==> config.mk <==
export PLATFORM = sky130hd
export DESIGN_NAME = tag_frame_deframer_xor_check_core_flat
export DESIGN_NICKNAME = d
export VERILOG_FILES = /design/src/design/tfdx_pkg.sv /design/src/design/tfdx_rx_if.sv /design/src/design/tfdx_tag_if.sv /design/src/design/tag_frame_deframer_xor_check_core.sv /design/src/design/tfdx_parse.sv /design/src/design/tfdx_out_reg.sv /design/src/flat_wrapper.sv
export SDC_FILE = /design/constraint.sdc
export NUM_CORES = 1
export LEC_CHECK = 0
export ABC_CLOCK_PERIOD_IN_PS = 11700
export BUFFER_PORTS_ARGS = -buffer_cell sky130_fd_sc_hd__buf_2
export CAP_MARGIN = 30
export CORE_AREA = 3 3 106 108
export CTS_BUF_LIST = sky130_fd_sc_hd__clkbuf_8 sky130_fd_sc_hd__clkbuf_16
export DETAILED_ROUTE_END_ITERATION = 6
export DIE_AREA = 0 0 109 111
export MAX_ROUTING_LAYER = met4
export PLACE_DENSITY = 0.72
export SLEW_MARGIN = 20
export SYNTH_ARGS = -nofsm -noshare
export SYNTH_HDL_FRONTEND = slang
export SYNTH_SLANG_ARGS = --single-unit
export TNS_END_PERCENT = 50
==> constraint.sdc <==
create_clock -name clk -period 11.7 [get_ports clk]
set_input_delay 0.585 -clock clk [delete_from_list [all_inputs] [get_ports clk]]
set_output_delay 0.585 -clock clk [all_outputs]
set_load 0.05 [all_outputs]
==> src/design/tfdx_pkg.sv <==
package tfdx_pkg;

	localparam logic [7:0] START_BYTE = 8'hAA;
	localparam logic [7:0] END_BYTE   = 8'hBB;

	localparam logic [3:0] POS_IDLE      = 4'd0;
	localparam logic [3:0] POS_FIRST     = 4'd1;
	localparam logic [3:0] POS_CC_HI     = 4'd4;
	localparam logic [3:0] POS_CC_LO     = 4'd5;
	localparam logic [3:0] POS_ID_FIRST  = 4'd6;
	localparam logic [3:0] POS_DATA_LAST = 4'd10;
	localparam logic [3:0] POS_CHECK     = 4'd11;
	localparam logic [3:0] POS_END       = 4'd12;

	typedef logic [3:0] pos_t;

	typedef struct packed {
		logic [15:0] country_code;
		logic [39:0] tag_id;
	} result_t;

endpackage

==> src/design/tfdx_rx_if.sv <==
interface tfdx_rx_if;
	logic       valid;
	logic       ready;
	logic [7:0] rx_byte;

	modport source (output valid, output rx_byte, input ready);
	modport sink (input valid, input rx_byte, output ready);
endinterface

==> src/design/tfdx_tag_if.sv <==
interface tfdx_tag_if;
	logic        valid;
	logic        ready;
	logic [15:0] country_code;
	logic [39:0] tag_id;

	modport source (output valid, output country_code, output tag_id, input ready);
	modport sink (input valid, input country_code, input tag_id, output ready);
endinterface

==> src/design/tag_frame_deframer_xor_check_core.sv <==
// the end byte of a good frame is registered at intake; once processed, its result is registered in the output stage
// throughput: one byte per cycle while the result side keeps up
// a held result stalls byte intake only until it is taken
// reset (arst_n low, asynchronous) returns to idle waiting for a start byte, clears captures
// and drops any byte or result in flight
module tag_frame_deframer_xor_check_core (
	input logic       clk,
	input logic       arst_n,
	tfdx_rx_if.sink   rx,
	tfdx_tag_if.source tag
);

	logic              valid_s1;
	logic [7:0]        byte_s1;
	logic              out_free;
	logic              process;
	logic              hit;
	tfdx_pkg::result_t res;
	tfdx_pkg::result_t res_q;
	tfdx_pkg::pos_t    pos;

	assign out_free = !tag.valid || tag.ready;
	assign process  = valid_s1 && out_free;
	assign rx.ready = !valid_s1 || process;

	always_ff @(posedge clk or negedge arst_n) begin
		if (!arst_n) begin
			valid_s1 <= 1'b0;
		end else if (rx.ready) begin
			valid_s1 <= rx.valid;
		end
	end

	always_ff @(posedge clk) begin
		if (rx.ready && rx.valid) begin
			byte_s1 <= rx.rx_byte;
		end
	end

	tfdx_parse u_parse (
		.clk     (clk),
		.arst_n  (arst_n),
		.en      (process),
		.rx_byte (byte_s1),
		.hit     (hit),
		.res     (res),
		.pos     (pos)
	);

	tfdx_out_reg u_out_reg (
		.clk    (clk),
		.arst_n (arst_n),
		.load   (process),
		.hit    (hit),
		.res    (res),
		.ready  (tag.ready),
		.valid  (tag.valid),
		.res_q  (res_q)
	);

	assign tag.country_code = res_q.country_code;
	assign tag.tag_id       = res_q.tag_id;

	a_pos_range: assert property (@(posedge clk) disable iff (!arst_n)
		pos <= tfdx_pkg::POS_END)
		else $error("frame position out of range");

	a_hit_at_end: assert property (@(posedge clk) disable iff (!arst_n)
		hit |-> (pos == tfdx_pkg::POS_END) && process)
		else $error("result outside end byte");

	a_rose_from_byte: assert property (@(posedge clk) disable iff (!arst_n)
		$rose(tag.valid) |-> $past(process))
		else $error("result without a processed byte");

	a_held_byte: assert property (@(posedge clk) disable iff (!arst_n)
		valid_s1 && !process |=> valid_s1 && $stable(byte_s1))
		else $error("stalled item lost");

endmodule

==> src/design/tfdx_parse.sv <==
module tfdx_parse (
	input  logic              clk,
	input  logic              arst_n,
	input  logic              en,
	input  logic [7:0]        rx_byte,
	output logic              hit,
	output tfdx_pkg::result_t res,
	output tfdx_pkg::pos_t    pos
);

	tfdx_pkg::pos_t pos_q;
	logic [7:0]     xor_q;
	logic [7:0]     chk_q;
	logic [15:0]    cc_q;
	logic [39:0]    id_q;

	always_ff @(posedge clk or negedge arst_n) begin
		if (!arst_n) begin
			pos_q <= tfdx_pkg::POS_IDLE;
			xor_q <= '0;
			chk_q <= '0;
			cc_q  <= '0;
			id_q  <= '0;
		end else if (en) begin
			case (pos_q)
				tfdx_pkg::POS_IDLE: begin
					if (rx_byte == tfdx_pkg::START_BYTE) begin
						xor_q <= '0;
						pos_q <= tfdx_pkg::POS_FIRST;
					end
				end
				tfdx_pkg::POS_CHECK: begin
					chk_q <= rx_byte;
					pos_q <= tfdx_pkg::POS_END;
				end
				tfdx_pkg::POS_END: begin
					pos_q <= tfdx_pkg::POS_IDLE;
				end
				default: begin
					if (pos_q <= tfdx_pkg::POS_DATA_LAST) begin
						xor_q <= xor_q ^ rx_byte;
						if (pos_q == tfdx_pkg::POS_CC_HI || pos_q == tfdx_pkg::POS_CC_LO) begin
							cc_q <= {cc_q[7:0], rx_byte};
						end else if (pos_q >= tfdx_pkg::POS_ID_FIRST) begin
							id_q <= {id_q[31:0], rx_byte};
						end
						pos_q <= pos_q + 4'd1;
					end else begin
						pos_q <= tfdx_pkg::POS_IDLE;
					end
				end
			endcase
		end
	end

	always_comb begin
		hit = en && (pos_q == tfdx_pkg::POS_END) && (rx_byte == tfdx_pkg::END_BYTE)
			&& (xor_q == chk_q);
		res.country_code = cc_q;
		res.tag_id       = id_q;
	end

	assign pos = pos_q;

endmodule

==> src/design/tfdx_out_reg.sv <==
module tfdx_out_reg (
	input  logic              clk,
	input  logic              arst_n,
	input  logic              load,
	input  logic              hit,
	input  tfdx_pkg::result_t res,
	input  logic              ready,
	output logic              valid,
	output tfdx_pkg::result_t res_q
);

	logic valid_q;

	always_ff @(posedge clk or negedge arst_n) begin
		if (!arst_n) begin
			valid_q <= 1'b0;
		end else if (load) begin
			valid_q <= hit || (valid_q && !ready);
		end else if (ready) begin
			valid_q <= 1'b0;
		end
	end

	always_ff @(posedge clk) begin
		if (load && hit) begin
			res_q <= res;
		end
	end

	assign valid = valid_q;

endmodule
==> src/flat_wrapper.sv <==
// flat-port wrapper written by rule: the top's interface ports become plain ports
module tag_frame_deframer_xor_check_core_flat 
  (clk, arst_n, rx_valid, rx_rx_byte, rx_ready, tag_valid, tag_country_code, tag_tag_id, tag_ready);
  tfdx_rx_if rx_i ();
  tfdx_tag_if tag_i ();
  input logic clk;
  input logic arst_n;
  input wire logic [$bits(rx_i.valid)-1:0] rx_valid;
  input wire logic [$bits(rx_i.rx_byte)-1:0] rx_rx_byte;
  output wire logic [$bits(rx_i.ready)-1:0] rx_ready;
  output wire logic [$bits(tag_i.valid)-1:0] tag_valid;
  output wire logic [$bits(tag_i.country_code)-1:0] tag_country_code;
  output wire logic [$bits(tag_i.tag_id)-1:0] tag_tag_id;
  input wire logic [$bits(tag_i.ready)-1:0] tag_ready;
  assign rx_i.valid = rx_valid;
  assign rx_i.rx_byte = rx_rx_byte;
  assign rx_ready = rx_i.ready;
  assign tag_valid = tag_i.valid;
  assign tag_country_code = tag_i.country_code;
  assign tag_tag_id = tag_i.tag_id;
  assign tag_i.ready = tag_ready;
  tag_frame_deframer_xor_check_core u_core (.clk(clk), .arst_n(arst_n), .rx(rx_i), .tag(tag_i));
endmodule
==> results.toml <==
[run_status]
status = "finished, final reports clean"

[finish]
fin_util_pct = 62.6
area.growth.synth_to_final_pct = 20.8
nFillCells = 742
drive_gt1_share_pct = 42.2
final_cell_mix = "dfrtp_1, buf_2, edfxtp_1"
seqCellArea_sq_um = 3870
antenna_cells = 0
final_nets = 394
multi_input_area_sq_um = 1380
layout_commonest_cell = "dfrtp_1"

[clock_tree]
cts_buffer_depth = 2
cts-root-buf = "clkbuf_8"
htreeDepth = 4
clkSlewWorstSetupHoldPaths_ns = 0.06
clk-insertion-delay-late_ns = 0.50
ctsHoldBuffers = 1
cts_tree = "done"
cts_sinks = 142
postCtsSetupBuffers = 0
cts_resized = 0
cts_inserted_buffers = 17

[detailed_routing]
met3_wirelength_um = 415
top_layer = "met4"
route.met2.wl_um = 4380
drt-initial-drc-count = 136
vias_per_cell = 5.27
routed_wl_um = 8740
ant_nets = 0
wl_met1_um = 3840
drc_errors = 0
vias = 2779
dr.pass1.iters = 4
post_drt_wl_per_cell_um = 16.6

[power]
combPwrFrac_pct = 17.6
p_clk_share_pct = 34.4
p_sw_share_pct = 26.7
ir_drop_mv = 0.133
power_frac_seq_pct = 48.0
power.switching_mw = 0.421
power.internal_mw = 1.15
p_leak_nw = 2.80
powerDensity_nw_per_um2 = 244

[worst_setup_path]
critPathRequiredTime_ns = 11.83
r2r_end = "u_core.u_out_reg.res_q[40]"
critPathKind = "flip-flop to flip-flop"
ff2ff_path_depth = 6
end_kind = "flip-flop"
reg2reg_slack_ns = 9.04
cp.arrival_ns = 2.79
cp_max_fo = 56
startpoint_type = "flip-flop"
r2r-start = "u_core.u_parse.pos[0]"

[timing]
slew_violations = 0
fmax_mhz = 376
max_slew_margin_pct = 49.2
rsz0062_at_grt = "false"
finalSetupViolCount = 0
layout_min_cycle_time_ns = 2.66
worst_pin_slew_ns = 0.762
final.period_utilization_pct = 22.7
finalHoldViolations = 0
fin_skew_ns = 0.00660
fin_setup_tns_ns = 0

[synthesis]
syn_nets = 311
synth-warning-count = 0
synth_area_sq_um = 5350
synth_cell_types = 46
synth-seq-cells = 142
ys.flop_type = "dfrtp_1"
syn_inst = 295
ys_seq_area_share_pct = 72.4
synth-edff-count = 64
syn_area_per_cell_sq_um = 18.1
ys_async_sr_fraction_pct = 54.9

[floorplan]
die_x_um = 109
core-area_sq_um = 10300
die_h_um = 111
io_pins = 70
start_util_pct = 51.8
num_rows = 37
die-area_sq_um = 12100

[worst_hold_path]
hp-class = "input pin to flip-flop"
whs_path_depth = 1
hold_end = "u_core.byte_s1[4]"
hold_path_startpoint = "rx_rx_byte[4]"

[grt]
first_global_vias = 2847
grt_pass1_wl_um = 14400
grt_start_max_net_pins = 57
grt_overflow = 0
grt_antenna_before_repair = 0
track_usage_pct = 16.0

[placed_design]
dp_hpwl_um = 5480
io_buffers = 69
gp_congestion = 0.836

[run]
cap_violations = 0
==> synth_stat cells (2+ instances only) <==
cell type,n,area (sq um)
dfrtp_1,78,1950
edfxtp_1,64,1920
mux2_2,41,462
mux2_1,13,146
mux2_4,10,150
nor3b_1,8,60.1
a211o_1,5,43.8
buf_6,5,56.3
nor4b_1,5,43.8
o21ai_0,5,25.0
xor2_1,5,43.8
ha_1,4,50.1
nand2_1,4,15.0
inv_1,3,11.3
nor4_1,3,18.8
o22a_1,3,26.3
xnor2_1,3,26.3
and2_1,2,12.5
buf_2,2,10.0
buf_4,2,15.0
nand2b_1,2,12.5
nand3_2,2,20.0
nand4_1,2,12.5
nor2_1,2,7.51
==> stage by stage <==
stage	hold WS (ns)	power (mW)	worst slack, ns	instances	area (sq um)
2_1_floorplan	0.289	0.970	5.93	295	5350
3_3_place_gp	0.429	1.02	9.15	492	5800
3_5_place_dp	0.429	1.03	9.04	493	5830
4_1_cts	0.236	1.58	9.04	526	6440
5_1_grt	0.225	1.65	8.87	527	6460
6_report	0.257	1.58	9.04	527	6460
==> area by class of cell <==
cell class	instances	area share (%)
clock inverter	14	2.77
tap	136	2.63
timing repair buffer	73	6.39
clock buffer	18	6.62
sequential	142	59.9
multi-input combinational	140	21.4
inverter	4	0.232
==> flip-flops by register name, summed over array words and instances, names as in the netlist <==
register / cells
u_core.u_out_reg.res_q: 56
u_core.u_parse.id_q: 40
u_core.u_parse.cc_q: 16
u_core.byte_s1: 8
u_core.u_parse.chk_q: 8
u_core.u_parse.xor_q: 8
u_core.u_parse.pos: 4
u_core.u_out_reg.valid: 1
u_core.valid_s1: 1
==> metal layers <==
| metal | vias up | global-route usage, % |
|---|---|---|
| met4 | 0 | 4.88 |
| met5 | - | - |
| met2 | 79 | 24.4 |
| met1 | 1406 | 20.8 |
| met3 | 11 | 4.72 |
| li1 | 1283 | - |
==> power by group through the flow <==
stage | combinational, mW | clock [mW] | sequential (mW)
2_1_floorplan | 0.248 | 0 | 0.722
3_3_place_gp | 0.261 | 0 | 0.754
3_5_place_dp | 0.272 | 0 | 0.763
4_1_cts | 0.278 | 0.548 | 0.756
5_1_grt | 0.304 | 0.573 | 0.774
6_report | 0.277 | 0.541 | 0.757
==> how the worst max path moves through the flow <==
stage | endpoint | cells after the start | from | slack, ns
6_report | u_core.u_out_reg.res_q[40] | 6 | u_core.u_parse.pos[0] | 9.04
5_1_grt | u_core.u_out_reg.res_q[55] | 6 | u_core.u_parse.pos[0] | 8.87
4_1_cts | u_core.u_out_reg.res_q[9] | 6 | u_core.u_parse.pos[0] | 9.04
3_5_place_dp | u_core.u_out_reg.res_q[41] | 6 | u_core.u_parse.pos[0] | 9.04
3_3_place_gp | u_core.u_out_reg.res_q[51] | 6 | u_core.u_parse.pos[0] | 9.15
2_1_floorplan | u_core.u_out_reg.res_q[0] | 5 | u_core.u_parse.pos[0] | 5.93
==> kinds of logic (layout without fill, tap and decap cells) <==
logic type                 after synthesis  count (layout)  share of synthesized area (%)
DFF                                    142             142                           72.4
muxes                                   64              64                           14.2
and+or+nand+nor                         40              40                           5.43
AOI/OAI and AO/OA                       24              24                           3.93
buffers and inverters                   13             109                           1.80
xor gates and xnor gates                 8               8                           1.31
adders and majority gates                4               4                          0.936
==> critical path, cell delays in order (launching register included) <==
cell,delay (ns)
dfrtp_1,0.41
inv_1,0.12
ha_1,0.32
nand4_1,0.12
or4_1,0.53
nor3_2,0.18
buf_4,0.57
(Power assumes the default switching activity.)
